===== config.mk =====
export PLATFORM = sky130hd
export DESIGN_NAME = gatk_div
export DESIGN_NICKNAME = d
export VERILOG_FILES = /design/src/gatk_pkg.sv /design/src/gatk_div.sv
export SDC_FILE = /design/constraint.sdc
export NUM_CORES = 1
export LEC_CHECK = 0
export ABC_AREA = 1
export ABC_CLOCK_PERIOD_IN_PS = 7200
export CAP_MARGIN = 20
export CORE_AREA = 5 5 150 152
export CTS_CLUSTER_DIAMETER = 80
export CTS_CLUSTER_SIZE = 10
export DETAILED_ROUTE_END_ITERATION = 7
export DIE_AREA = 0 0 155 157
export DONT_BUFFER_PORTS = 1
export PLACE_DENSITY = 0.75
export SETUP_SLACK_MARGIN = 0.2
export SLEW_MARGIN = 5
export SYNTH_ARGS = -nofsm -noshare
export SYNTH_HDL_FRONTEND = slang
export SYNTH_SLANG_ARGS = --single-unit

===== constraint.sdc =====
create_clock -name clk -period 7.2 [get_ports clk]
set_input_delay 2.16 -clock clk [delete_from_list [all_inputs] [get_ports clk]]
set_output_delay 2.16 -clock clk [all_outputs]
set_load 0.02 [all_outputs]

===== src/gatk_pkg.sv =====
// Shared types and constants for the tilt Kalman filter.
`default_nettype none
package gatk_pkg;
  localparam int DataWidth = 32;
  localparam int FracBits  = 16;
  localparam int DivSteps  = DataWidth + FracBits;
  localparam logic signed [DataWidth-1:0] VMax = {1'b0, {(DataWidth-1){1'b1}}};
  localparam logic signed [DataWidth-1:0] VMin = {1'b1, {(DataWidth-1){1'b0}}};
  localparam logic signed [DataWidth-1:0] CovInit = DataWidth'(3 <<< FracBits);

  localparam logic [1:0] RegDt    = 2'd0;
  localparam logic [1:0] RegMeas  = 2'd1;
  localparam logic [1:0] RegQAng  = 2'd2;
  localparam logic [1:0] RegQBias = 2'd3;

  typedef logic signed [DataWidth-1:0] data_t;

  typedef enum logic [1:0] {
    OP_ADD,
    OP_SUB,
    OP_MUL
  } alu_op_t;

  typedef enum logic [2:0] {
    ST_IDLE,
    ST_ALU,
    ST_DIV_START,
    ST_DIV_WAIT,
    ST_DONE
  } state_t;

  function automatic data_t sat_wide(input logic signed [DataWidth+1:0] v);
    data_t r;
    if (v > $signed({{2{VMax[DataWidth-1]}}, VMax})) r = VMax;
    else if (v < $signed({{2{VMin[DataWidth-1]}}, VMin})) r = VMin;
    else r = v[DataWidth-1:0];
    return r;
  endfunction

  // magnitude/sign to saturated signed value
  function automatic data_t sat_mag(input logic [2*DataWidth-1:0] u, input logic neg);
    logic [2*DataWidth-1:0] lim;
    logic [2*DataWidth-1:0] m;
    data_t r;
    lim = neg ? (2*DataWidth)'({1'b1, {(DataWidth-1){1'b0}}})
              : (2*DataWidth)'({1'b0, {(DataWidth-1){1'b1}}});
    m = (u > lim) ? lim : u;
    r = neg ? data_t'(-m[DataWidth-1:0]) : data_t'(m[DataWidth-1:0]);
    return r;
  endfunction
endpackage
`default_nettype wire


===== src/gatk_div.sv =====
// Restoring divider, one quotient bit per cycle, Q-format saturating.
`default_nettype none
module gatk_div (
  input  wire  logic                      clk,
  input  wire  logic                      rst,
  input  wire  logic                      start,
  input  wire  gatk_pkg::data_t           num,
  input  wire  gatk_pkg::data_t           den,
  output       logic                      busy,
  output       logic                      done,
  output       gatk_pkg::data_t           quot
);
  localparam int W = gatk_pkg::DataWidth;
  localparam int N = gatk_pkg::DivSteps;
  localparam int CW = $clog2(N + 1);

  logic [N-1:0]  dividend;
  logic [W:0]    rem;
  logic [W:0]    dmag;
  logic [N-1:0]  q;
  logic          neg;
  logic          zero;
  logic [CW-1:0] cnt;
  logic [W:0]    nmag;
  logic [W+1:0]  trial;

  assign nmag  = num[W-1] ? (W+1)'(-$signed({num[W-1], num})) : {1'b0, num};
  assign trial = {rem, dividend[N-1]} - {1'b0, dmag};

  always_ff @(posedge clk) begin
    if (rst) begin
      busy <= 1'b0;
      done <= 1'b0;
    end else begin
      done <= 1'b0;
      if (start) begin
        busy <= 1'b1;
        cnt  <= CW'(N);
      end else if (busy) begin
        cnt <= cnt - CW'(1);
        if (cnt == CW'(1)) begin
          busy <= 1'b0;
          done <= 1'b1;
        end
      end
    end
  end

  always_ff @(posedge clk) begin
    if (start) begin
      dividend <= {nmag[W-1:0], {gatk_pkg::FracBits{1'b0}}};
      rem      <= '0;
      q        <= '0;
      dmag     <= den[W-1] ? (W+1)'(-$signed({den[W-1], den})) : {1'b0, den};
      neg      <= num[W-1] ^ den[W-1];
      zero     <= (den == '0);
    end else if (busy) begin
      dividend <= {dividend[N-2:0], 1'b0};
      if (!trial[W+1]) begin
        rem <= trial[W:0];
        q   <= {q[N-2:0], 1'b1};
      end else begin
        rem <= {rem[W-1:0], dividend[N-1]};
        q   <= {q[N-2:0], 1'b0};
      end
    end
  end

  // a num magnitude of 2^(W-1) still fits in the low W bits of nmag
  logic [N:0] qfull;
  assign qfull = {1'b0, q};
  assign quot = zero ? '0 :
    gatk_pkg::sat_mag((2*W)'(qfull), neg);
endmodule
`default_nettype wire


; ---- Yosys cells after proc, flatten, opt, wreduce, memory -nomap -nowiden
; Cells that the tools add are included.
[totals]
reg_bits = 156
inputBits = 67
out_inout_bits = 34
word_cells = 39
[classes]
add_sub_neg = 5
n_lt_le_gt_ge = 1
eq_ne = 1
n_mux = 15
bitwise_logic = 3
reduce_logical = 4
[ops]
columns = operator, count
row1 = $mux 32, 5
row2 = $mux 48, 2
row3 = $neg 32->32, 2
row4 = $gt 48x32->1, 1
row5 = $sub 34x33->34, 1
row6 = $mux 33, 1
row7 = $neg 32->33, 1
row8 = $logic_not 32->1, 1
row9 = $mux 31, 1
row10 = $eq 6x1->1 const B, 1
row11 = $mux 6, 1
row12 = $sub 6x1->6 const B, 1
row13 = $mux 1, 5
row14 = $reduce_or 3->1, 1
row15 = $not 1->1, 2
row16 = $reduce_and 2->1, 1
row17 = $reduce_bool 2->1, 1
row18 = $xor 1x1->1, 1

; ---- Logic depth before layout (Yosys ltp)
; Gate-level depths: netlist of the first run.
[logic_depth]
word_depth = 6
ltp_mapped = 29
mapped_depth_nobuf = 26

; ---- Least setup slack after synthesis of the first run
; No wires, ideal clock.
[synth_path]
path_type = register to output
start = register neg
end = output port quot[22]
arrival_ns = 3.911
t_required_ns = 5.040
path_slack_ns = 1.129
path_stages_with_launch = 23
n_path_buf = 3
cell_sequence = edfxtp_1 > inv_1 > buf_2 > ha_1 > nand2_1 > nor2_2 > nand4_2 > nor3_2 > nand3_1 > nand3_4 > buf_2 > buf_2 > nand2_1 > inv_1 > ha_1 > nand3_2 > nand2_2 > nand3_4 > nor2_4 > nand2_1 > nand3_1 > inv_1 > nor2_1
[synth_between]
elab_chain_len = 6
[synth_rtl]
columns = element, line
row1 = from (decl), gatk_div.sv:21  ; logic neg;
row2 = from (signal assigned), gatk_div.sv:55  ; neg <= num[W-1] ^ den[W-1];
row3 = $mux 32, gatk_pkg.sv:45  ; lim = neg ? (2*DataWidth)'({1'b1, {(DataWidth-1){1'b0}}})
row4 = $gt 48x32->1, gatk_pkg.sv:47  ; m = (u > lim) ? lim : u;
row5 = $mux 32, gatk_pkg.sv:47
row6 = $neg 32->32, gatk_pkg.sv:48  ; r = neg ? data_t'(-m[DataWidth-1:0]) : data_t'(m[DataWidth-1:0]);
row7 = $mux 32 (*), gatk_pkg.sv:48
row8 = $mux 32 (*), gatk_div.sv:72  ; assign quot = zero ? '0 :
row9 = to (decl), gatk_div.sv:11  ; output gatk_pkg::data_t quot
; Mark *: on every way between the ends. The rest lies on a longest branch, timed or not.

; ---- Worst setup path after layout of the first run
[layout_path]
start = register neg
end = output port quot[18]
; The elaborated chain is that of the path after synthesis.

==> impl_metrics.json, run 1 <==
{
  "status": "complete, no violations",
  "r2r-start": "dmag[12]",
  "dpl_worst_slack_ns": 1.19,
  "cts_tree": "done",
  "maxCapViolations": 0,
  "r2r_slack_ns": 3.90,
  "synth_top_family_by_area": "simple AND/OR/NAND/NOR gates",
  "vias": 9892,
  "p_leak_nw": 5.66,
  "p_per_area_mw_per_mm2": 175,
  "finalSetupTns_ns": 0,
  "yosys.area_share.simple_pct": 26.5,
  "row_count": 53,
  "root_buffer": "clkbuf_16",
  "clock_sinks": 156,
  "hold_buffers": 0,
  "drt_iter0_drc": 724,
  "syn_inst": 1561,
  "crit_path_max_fanout": 58,
  "dp_hpwl_mm": 18.5,
  "dpl_cell_area_mm2": 0.0114,
  "start_util_pct": 54.0,
  "hold_class": "reg -> reg",
  "hold-path-endpoint": "q[47]",
  "dieArea_mm2": 0.0243,
  "grt_max_degree": 87,
  "worst_slack_ns": 0.691,
  "rsz0062_at_grt": "false",
  "stdcell_area_mm2": 0.0120,
  "syn_nets": 1699,
  "period_share_pct": 90.4,
  "first_pass_iters": 5,
  "yosysWarnings": 0,
  "grt-ovfl-total": 0,
  "track_usage_pct": 20.6,
  "dp.cells": 1790,
  "drc_errors": 0,
  "io_buffers": 0,
  "grt_pass1_wl_mm": 42.3,
  "relSlewSlack_pct": 30.0,
  "setup_viol": 0,
  "ir_worst_vdd_uv": 184,
  "io_pins": 101,
  "fill_cells": 1908,
  "synthArstFlopShare_pct": 0,
  "numCtsBuffers": 17,
  "yosysSeqAreaShare_pct": 34.1,
  "end_kind": "output pin",
  "drv_slew": 0,
  "wl_mm": 24.9,
  "worst_setup_path_start_kind": "flip-flop",
  "synth-compound-area-share_pct": 15.3,
  "h-tree-depth": 4,
  "avgViaCountPerCell": 5.43,
  "hold_viol": 0,
  "synth_fa_ha_area_share_pct": 7.94,
  "max_freq_ghz": 0.154,
  "layout-drive-gt1-share_pct": 6.46,
  "core-area_mm2": 0.0209,
  "syn_area_mm2": 0.0113,
  "arrival_ns": 4.35,
  "area.growth.synth_to_final_pct": 6.12,
  "routedWlPerCell_um": 13.7,
  "synthMuxAreaShare_pct": 0,
  "nets": 1672,
  "ctsResizeCount": 0,
  "postRouteAntennaNets": 0,
  "worst_pin_slew_ns": 1.05,
  "cts_max_path_buffers": 2,
  "antenna_found_initial": 0,
  "finalCriticalPeriod_ns": 6.51,
  "grt_pass1_vias": 9160,
  "num_antenna_cells": 0,
  "synth_seq_cells": 156,
  "routabilityCongestion": 0.927,
  "required_ns": 5.04,
  "layout.cells.non_filler": 1822,
  "clock_skew_ns": 0.00610,
  "min_from": "q[47]",
  "die_x_um": 155,
  "hold_depth": 2,
  "r2r_cells": 16,
  "clkTransAtPathRegs_ns": 0.06,
  "critPathKind": "reg -> out",
  "die_y_um": 157,
  "synth_flop_cell": "dfxtp_1",
  "ys_types": 54,
  "synth_edf_count": 73,
  "yosys.area_share.xor_xnor_pct": 6.89,
  "r2r-end": "rem[27]",
  "postCtsSetupBuffers": 0,
  "finalCoreUtilization_pct": 57.3,
  "synth.avg_cell_area_um2": 7.23,
  "clock_latency_ns": 0.42
}
[state kept, by name, indices dropped and copies added, names as in the netlist]
name,cells
q,48
neg,1
done,1
busy,1
rem,33
zero,1
dividend,32
cnt,6
dmag,33
[how the worst max path moves through the flow]
stage,startpoint,endpoint,slack [ns],depth (start not counted)
3_5_place_dp,neg,quot[14],1.19,19
6_report,neg,quot[18],0.69,17
2_1_floorplan,neg,quot[22],1.13,22
3_3_place_gp,neg,quot[18],1.32,19
5_1_grt,neg,quot[24],0.30,19
4_1_cts,neg,quot[18],0.71,17
[synth_stat cells, types with 4 or more instances]
cell type	n	area (um2)
o22ai_1	47	294
o211ai_1	15	113
buf_2	7	35.0
xor2_1	61	534
xnor2_1	26	228
nand3_4	4	70.1
nand3_2	4	40.0
nand2_2	19	119
a21o_1	5	37.5
ha_1	70	876
inv_2	5	18.8
edfxtp_1	73	2190
o31ai_1	7	52.6
nor3_1	20	100
nor4_1	8	50.1
o21ai_0	98	490
o21ai_1	21	105
nand4_1	12	75.1
clkbuf_1	32	120
dfxtp_1	83	1660
inv_1	203	762
nor2_2	7	43.8
or2_2	4	25.0
nor2_4	5	56.3
nand3_1	63	315
nand2_4	4	45.0
nor2_1	143	537
a21oi_1	78	390
buf_4	4	30.0
o21bai_1	5	37.5
a31oi_1	9	56.3
nand2_1	382	1430
[cells in the final DEF (no fill, tap or decap), drive strengths merged, types with 7 or more instances in the layout]
cell type,instances
nor3,23
ha,70
inv,210
o21bai,7
a21oi,81
xnor2,26
o22ai,47
nand2,405
clkbuf,19
a31oi,9
nor4,8
nor2,155
o31ai,7
nand4,13
edfxtp,73
nand3,71
o211ai,15
o21ai,121
dfxtp,83
clkinv,8
xor2,62
[worst max-delay path, cell delays in order, from the launching register on]
cell      delay [ns]
edfxtp_1        0.39
buf_4           0.34
ha_1            0.40
nand2_1         0.08
nor2_1          0.17
nand4_2         0.16
nor3_2          0.12
nand3_1         0.19
nand3_4         0.50
nand2_2         0.15
inv_2           0.11
ha_1            0.18
nand3_2         0.09
nand2_2         0.12
nand3_4         0.13
nor2_4          0.19
o21ai_0         0.10
a21oi_1         0.48
[metrics by stage]
step / power (mW) / hold slack (ns)
finish: 2.10 / 0.467
global route: 2.20 / 0.494
CTS: 2.11 / 0.470
detailed placement: 1.27 / 0.454
global placement: 1.26 / 0.446
floorplan: 1.22 / 0.429
[cell type report]
cell class / instances / area, um2 / area share (%)
sequential: 156 / 3850 / 32.2
inverter: 210 / 788 / 6.58
tap: 275 / 344 / 2.87
clock buffer: 19 / 443 / 3.70
multi-input combinational: 1145 / 6400 / 53.4
timing repair buffer: 4 / 30.0 / 0.251
clock inverter: 13 / 119 / 0.992
[per-layer routing]
metal  vias up  GRT usage (%)  wire length, um
li1       5097              -                -
met1      4449           29.2            11900
met2       308           32.0            10900
met3        38           4.26             1760
met4         0           5.97              441
met5         -              0                0
[report_power, final]
part	switching (mW)	internal (mW)
registers	0.0157	0.984
clock network	0.365	0.485
logic	0.161	0.0867
total	0.541	1.56
[logic make-up (layout without fill, tap and decap cells)]
logic type	Yosys count	in the layout
AND/OR/NAND/NOR	684	684
AO/OA/AOI/OAI	301	301
buffers and inverters	260	246
flip-flops	156	156
XOR/XNOR	88	88
adder cells (fa/ha/maj)	71	71
other	1	1
No activity file was read; power rests on OpenSTA's default activity.
==> run 2: changes to the inputs <==
--- a/config.mk
+++ b/config.mk
@@ -6,7 +6,7 @@
 export NUM_CORES = 1
 export LEC_CHECK = 0
 export ABC_AREA = 1
-export ABC_CLOCK_PERIOD_IN_PS = 7200
+export ABC_CLOCK_PERIOD_IN_PS = 7100
 export CAP_MARGIN = 20
 export CORE_AREA = 5 5 150 152
 export CTS_CLUSTER_DIAMETER = 80
==> constraint.sdc (replaced) <==
create_clock -name clk -period 7.1 [get_ports clk]
set_input_delay 2.13 -clock clk [delete_from_list [all_inputs] [get_ports clk]]
set_output_delay 2.13 -clock clk [all_outputs]
set_load 0.02 [all_outputs]
==> run 2 against run 1 <==
Compared with the run above:
- sequential power is essentially flat
- clock-buffer cell count grew 6
- setup slack lost 0.0051 ns
- hold slack lost 0.0052 ns
- clock power grew 6.7%
- via count shrank 0.10%
- critical path depth grew 2
- routed wire length grew 0.77%
- first-iteration DRC count shrank 17%
- final area grew 0.42%
- die area is the same
- combinational power grew 2%
==> impl_metrics.json, run 2 (synthesized netlist as in run 1, its figures left out) <==
{
  "drt_iter0_drc": 600,
  "clkTransAtPathRegs_ns": 0.06,
  "setup_viol": 0,
  "drv_slew": 0,
  "io_buffers": 0,
  "endpoint": "quot[14]",
  "track_usage_pct": 20.8,
  "seqPwrFrac_pct": 46.7,
  "grt_pass1_wl_mm": 42.5,
  "status": "complete, no violations",
  "p_per_area_mw_per_mm2": 181,
  "regMostFlops": "q",
  "root_buffer": "clkbuf_16",
  "row_count": 53,
  "die_x_um": 155,
  "clock_latency_ns": 0.43,
  "grt_max_degree": 87,
  "worst_pin_slew_ns": 1.10,
  "p_leak_nw": 5.70,
  "dpl_worst_slack_ns": 1.16,
  "end_kind": "output pin",
  "intPower_mw": 1.63,
  "min_from": "q[47]",
  "max_stage_delay_ns": 0.48,
  "swShare_pct": 24.8,
  "dieArea_mm2": 0.0243,
  "dp_hpwl_mm": 18.4,
  "start_util_pct": 54.0,
  "period_share_pct": 90.3,
  "maxCapViolations": 0,
  "largest_register_ffs": 48,
  "clock_power_share_pct": 41.7,
  "antenna_found_initial": 0,
  "h-tree-depth": 4,
  "crit_path_cell_trace": "buf_4 > ha_1 > nand2_1 > nor2_2 > nand4_2 > nor2_1 > nand2_1 > nand2_2 > nand3_4 > nand2_2 > inv_2 > ha_1 > nand3_2 > nand2_2 > nand3_4 > inv_1 > nand2_1 > a21oi_1 > a21oi_1",
  "cts_max_path_buffers": 2,
  "cpMaxStageDelayCell": "a21oi_1",
  "crit_path_max_fanout": 58,
  "core-area_mm2": 0.0209,
  "postCtsSetupBuffers": 0,
  "max_freq_ghz": 0.156,
  "first_pass_iters": 7,
  "nets": 1673,
  "wl_mm": 25.1,
  "ctsResizeCount": 0,
  "cts_tree": "done",
  "p_switching_mw": 0.540,
  "reg_top3": "q x48, dmag x33, rem x33",
  "worst_slack_ns": 0.686,
  "worst_setup_path_start_kind": "flip-flop",
  "routabilityCongestion": 0.929,
  "num_antenna_cells": 0,
  "relSlewSlack_pct": 26.8,
  "postRouteAntennaNets": 0,
  "critPathLaunch": "neg",
  "drc_errors": 0,
  "rsz0062_at_grt": "false",
  "combPwrFrac_pct": 11.6,
  "hold_viol": 0,
  "avgViaCountPerCell": 5.42,
  "layout-drive-gt1-share_pct": 6.59,
  "r2r-end": "rem[31]",
  "hold_buffers": 0,
  "ir_worst_vdd_uv": 173,
  "vias": 9882,
  "r2r-start": "dmag[12]",
  "clock_skew_ns": 0.00916,
  "finalSetupTns_ns": 0,
  "die_y_um": 157,
  "critPathKind": "reg -> out",
  "grt_pass1_vias": 9305,
  "r2r_cells": 16,
  "r2r_slack_ns": 3.76,
  "grt-ovfl-total": 0,
  "arrival_ns": 4.28,
  "final_common_cell": "nand2_1",
  "numCtsBuffers": 17,
  "routedWlPerCell_um": 13.8,
  "finalCriticalPeriod_ns": 6.41,
  "io_pins": 101,
  "hold_class": "reg -> reg",
  "required_ns": 4.97,
  "area.growth.synth_to_final_pct": 6.56,
  "clock_sinks": 156,
  "layout_common_cells": "381 x nand2_1, 203 x inv_1, 142 x nor2_1"
}
==> run 2: worst min path at each step <==
stage	to	slack, ns	depth (start not counted)
finish	q[47]	0.46	2
global route	rem[18]	0.49	2
CTS	q[47]	0.47	2
detailed placement	q[47]	0.45	2
global placement	q[47]	0.45	2
floorplan	q[47]	0.43	2
==> run 2: worst max-delay path, delay by kind of cell (launching register included) <==
| family | cells | cell delay (ns) |
|---|---|---|
| buffers and inverters | 3 | 0.51 |
| flip-flops | 1 | 0.39 |
| AND/OR/NAND/NOR | 12 | 1.80 |
| adder cells (fa/ha/maj) | 2 | 0.59 |
| AO/OA/AOI/OAI | 2 | 0.54 |
==> run 2: cell type report <==
| class | count | area (um2) |
|---|---|---|
| inverters | 210 | 788 |
| well taps | 275 | 344 |
| flip-flops and latches | 156 | 3850 |
| fillers | 1965 | 8860 |
| repair buffers | 5 | 37.5 |
| clock buffers | 25 | 559 |
| multi-input cells | 1145 | 6400 |
| clock inverters | 7 | 45.0 |
==> run 2: metrics by stage <==
step | cells | instance area (um2) | utilization (%) | hold WS (ns) | power (mW)
global route | 1823 | 12000 | 57.6 | 0.488 | 2.27
detailed placement | 1791 | 11400 | 54.7 | 0.453 | 1.28
global placement | 1791 | 11400 | 54.7 | 0.446 | 1.28
finish | 1823 | 12000 | 57.6 | 0.462 | 2.17
floorplan | 1561 | 11300 | - | 0.429 | 1.23
CTS | 1823 | 12000 | 57.6 | 0.468 | 2.19
==> run 2: power by group through the flow <==
stage	Clock [mW]	Sequential (mW)	Combinational (mW)
CTS	0.922	1.01	0.252
global route	0.964	1.02	0.287
detailed placement	0	1.03	0.250
global placement	0	1.03	0.243
floorplan	0	1.03	0.202
finish	0.907	1.01	0.251
==> run 2: metal layers <==
layer	up-vias	track usage (%)	wire length [um]
met5	-	0	0
met4	0	6.14	416
met3	34	4.62	1740
met2	256	33.1	11100
met1	4502	28.5	11900
li1	5090	-	-
==> run 3: changes to the inputs <==
--- a/config.mk
+++ b/config.mk
@@ -8,13 +8,15 @@
 export ABC_AREA = 1
 export ABC_CLOCK_PERIOD_IN_PS = 7100
 export CAP_MARGIN = 20
-export CORE_AREA = 5 5 150 152
+export CELL_PAD_IN_SITES_DETAIL_PLACEMENT = 1
+export CELL_PAD_IN_SITES_GLOBAL_PLACEMENT = 1
+export CORE_AREA = 5 5 160 162
 export CTS_CLUSTER_DIAMETER = 80
 export CTS_CLUSTER_SIZE = 10
 export DETAILED_ROUTE_END_ITERATION = 7
-export DIE_AREA = 0 0 155 157
+export DIE_AREA = 0 0 165 167
 export DONT_BUFFER_PORTS = 1
-export PLACE_DENSITY = 0.75
+export PLACE_DENSITY = 0.87
 export SETUP_SLACK_MARGIN = 0.2
 export SLEW_MARGIN = 5
 export SYNTH_ARGS = -nofsm -noshare
==> run 3 against run 2 <==
Compared with the run above:
- clock-buffer cell count decreased by 2
- critical path depth is the same
- via count increased by 4.0%
- final area up 1.1%
- hold slack better by 0.016 ns
- first-iteration DRC count grew 5.3%
- power up 2.0%
- global-route usage up 2.9 points
==> impl_metrics.json, run 3 (synthesized netlist as in run 1, its figures left out) <==
{
  "status": "complete, no violations",
  "worst_setup_path_start_kind": "flip-flop",
  "period_share_pct": 91.0,
  "p_per_area_mw_per_mm2": 182,
  "required_ns": 4.97,
  "nets": 1677,
  "layout_common_cells": "381 x nand2_1, 202 x inv_1, 142 x nor2_1",
  "clock_sinks": 156,
  "maxCapViolations": 0,
  "hold_buffers": 0,
  "end_kind": "output pin",
  "grt_max_degree": 87,
  "dp_hpwl_mm": 23.4,
  "io_buffers": 0,
  "finalCriticalPeriod_ns": 6.46,
  "arrival_ns": 4.33,
  "final_common_cell": "nand2_1",
  "max_freq_ghz": 0.155,
  "cts_max_path_buffers": 2,
  "clock_latency_ns": 0.43,
  "regMostFlops": "q",
  "crit_path_max_fanout": 34,
  "root_buffer": "clkbuf_16",
  "start_util_pct": 47.1,
  "p_leak_nw": 5.73,
  "crit_family": "simple AND/OR/NAND/NOR gates",
  "max_stage_delay_ns": 0.37,
  "track_usage_pct": 23.7,
  "met3_usage_pct": 5.36,
  "relSlewSlack_pct": 34.3,
  "finalSetupTns_ns": 0,
  "clock_skew_ns": 0.0109,
  "layout-drive-gt1-share_pct": 6.96,
  "critPathBufInv": 4,
  "num_antenna_cells": 0,
  "h-tree-depth": 4,
  "critPathKind": "reg -> out",
  "stdcell_area_mm2": 0.0122,
  "io_pins": 101,
  "routedWlPerCell_um": 17.2,
  "drv_slew": 0,
  "row_count": 57,
  "setup_viol": 0,
  "rsz0062_at_grt": "false",
  "cts_tree": "done",
  "largest_register_ffs": 48,
  "drc_errors": 0,
  "busiest_layer": "met2",
  "grtUsageMet2_pct": 39.6,
  "first_pass_iters": 5,
  "die_y_um": 167,
  "clkTransAtPathRegs_ns": 0.07,
  "vias": 10274,
  "reg_top3": "q x48, dmag x33, rem x33",
  "hold_viol": 0,
  "ir_worst_vdd_uv": 145,
  "worst_pin_slew_ns": 0.982,
  "core-area_mm2": 0.0240,
  "routabilityCongestion": 0.907,
  "wl_mm": 32.3,
  "area.growth.synth_to_final_pct": 7.78,
  "die_x_um": 165,
  "grt-ovfl-total": 0,
  "hold_class": "reg -> reg",
  "grt_pass1_vias": 10868,
  "drt_iter0_drc": 632,
  "dpl_cell_area_mm2": 0.0115,
  "avgViaCountPerCell": 5.48,
  "dieArea_mm2": 0.0276,
  "postRouteAntennaNets": 0,
  "numCtsBuffers": 17,
  "met1_usage_pct": 30.8,
  "antenna_found_initial": 0,
  "grt_pass1_wl_mm": 53.5,
  "crit_path_cell_trace": "buf_4 > clkinvlp_4 > buf_4 > ha_1 > nand4_1 > nor3_2 > nand3_1 > nand3_4 > nand2_2 > inv_2 > ha_1 > nand3_2 > nand2_2 > nand3_4 > nor2_2 > nand2_1 > nand3_1 > nand2_1 > nor2_1",
  "cpMaxStageDelayCell": "buf_4"
}
==> run 3: timing repair <==
action	CTS	global route
setup endpoints to repair	0	11
resized for setup	0	2
buffers inserted	0	1
==> run 3: layout make-up <==
class                   instances  area, um2
clock buffers                  23        542
clock inverters                 9       68.8
fillers                      3117      11800
inverters                     210        792
multi-input cells            1145       6410
flip-flops and latches        156       3850
well taps                     324        405
repair buffers                  9       95.1
==> run 3: report_power, final <==
part	leakage (nW)	internal, mW	switching (mW)
combinational	4.03	0.0925	0.180
clock	0.306	0.542	0.385
sequential	1.40	0.998	0.0176
total	5.73	1.63	0.583
==> run 3: path summary, 6_finish.rpt <==
path	end	cells after the start	startpoint	slack [ns]
max	quot[16]	19	neg	0.64
min	rem[21]	2	rem[21]	0.48
max reg2reg	rem[0]	17	rem[11]	3.67
min reg2reg	rem[21]	2	rem[21]	0.48
==> run 3: per-layer routing <==
metal  vias to the layer above  share of wire, %
met5                         -                 0
met4                         0               1.7
met3                        46               5.5
met2                       200                47
met1                      4940                45
li1                       5088                 -
==> run 3: worst min-delay path: cells and delay by family (launching register included) <==
family	cells	cell delay [ns]
AND/OR/NAND/NOR	2	0.11
flip-flops	1	0.33
==> run 3: per-stage QoR <==
step           total power, mW  hold WS [ns]  setup WS, ns  util, %  instances
2_1_floorplan             1.23         0.429          1.06        -       1561
3_3_place_gp              1.28         0.444          1.02     48.0       1841
3_5_place_dp              1.30         0.459         0.857     48.0       1841
4_1_cts                   2.23         0.482         0.382     50.5       1873
5_1_grt                   2.31         0.499         0.317     50.8       1876
6_report                  2.22         0.478         0.638     50.8       1876
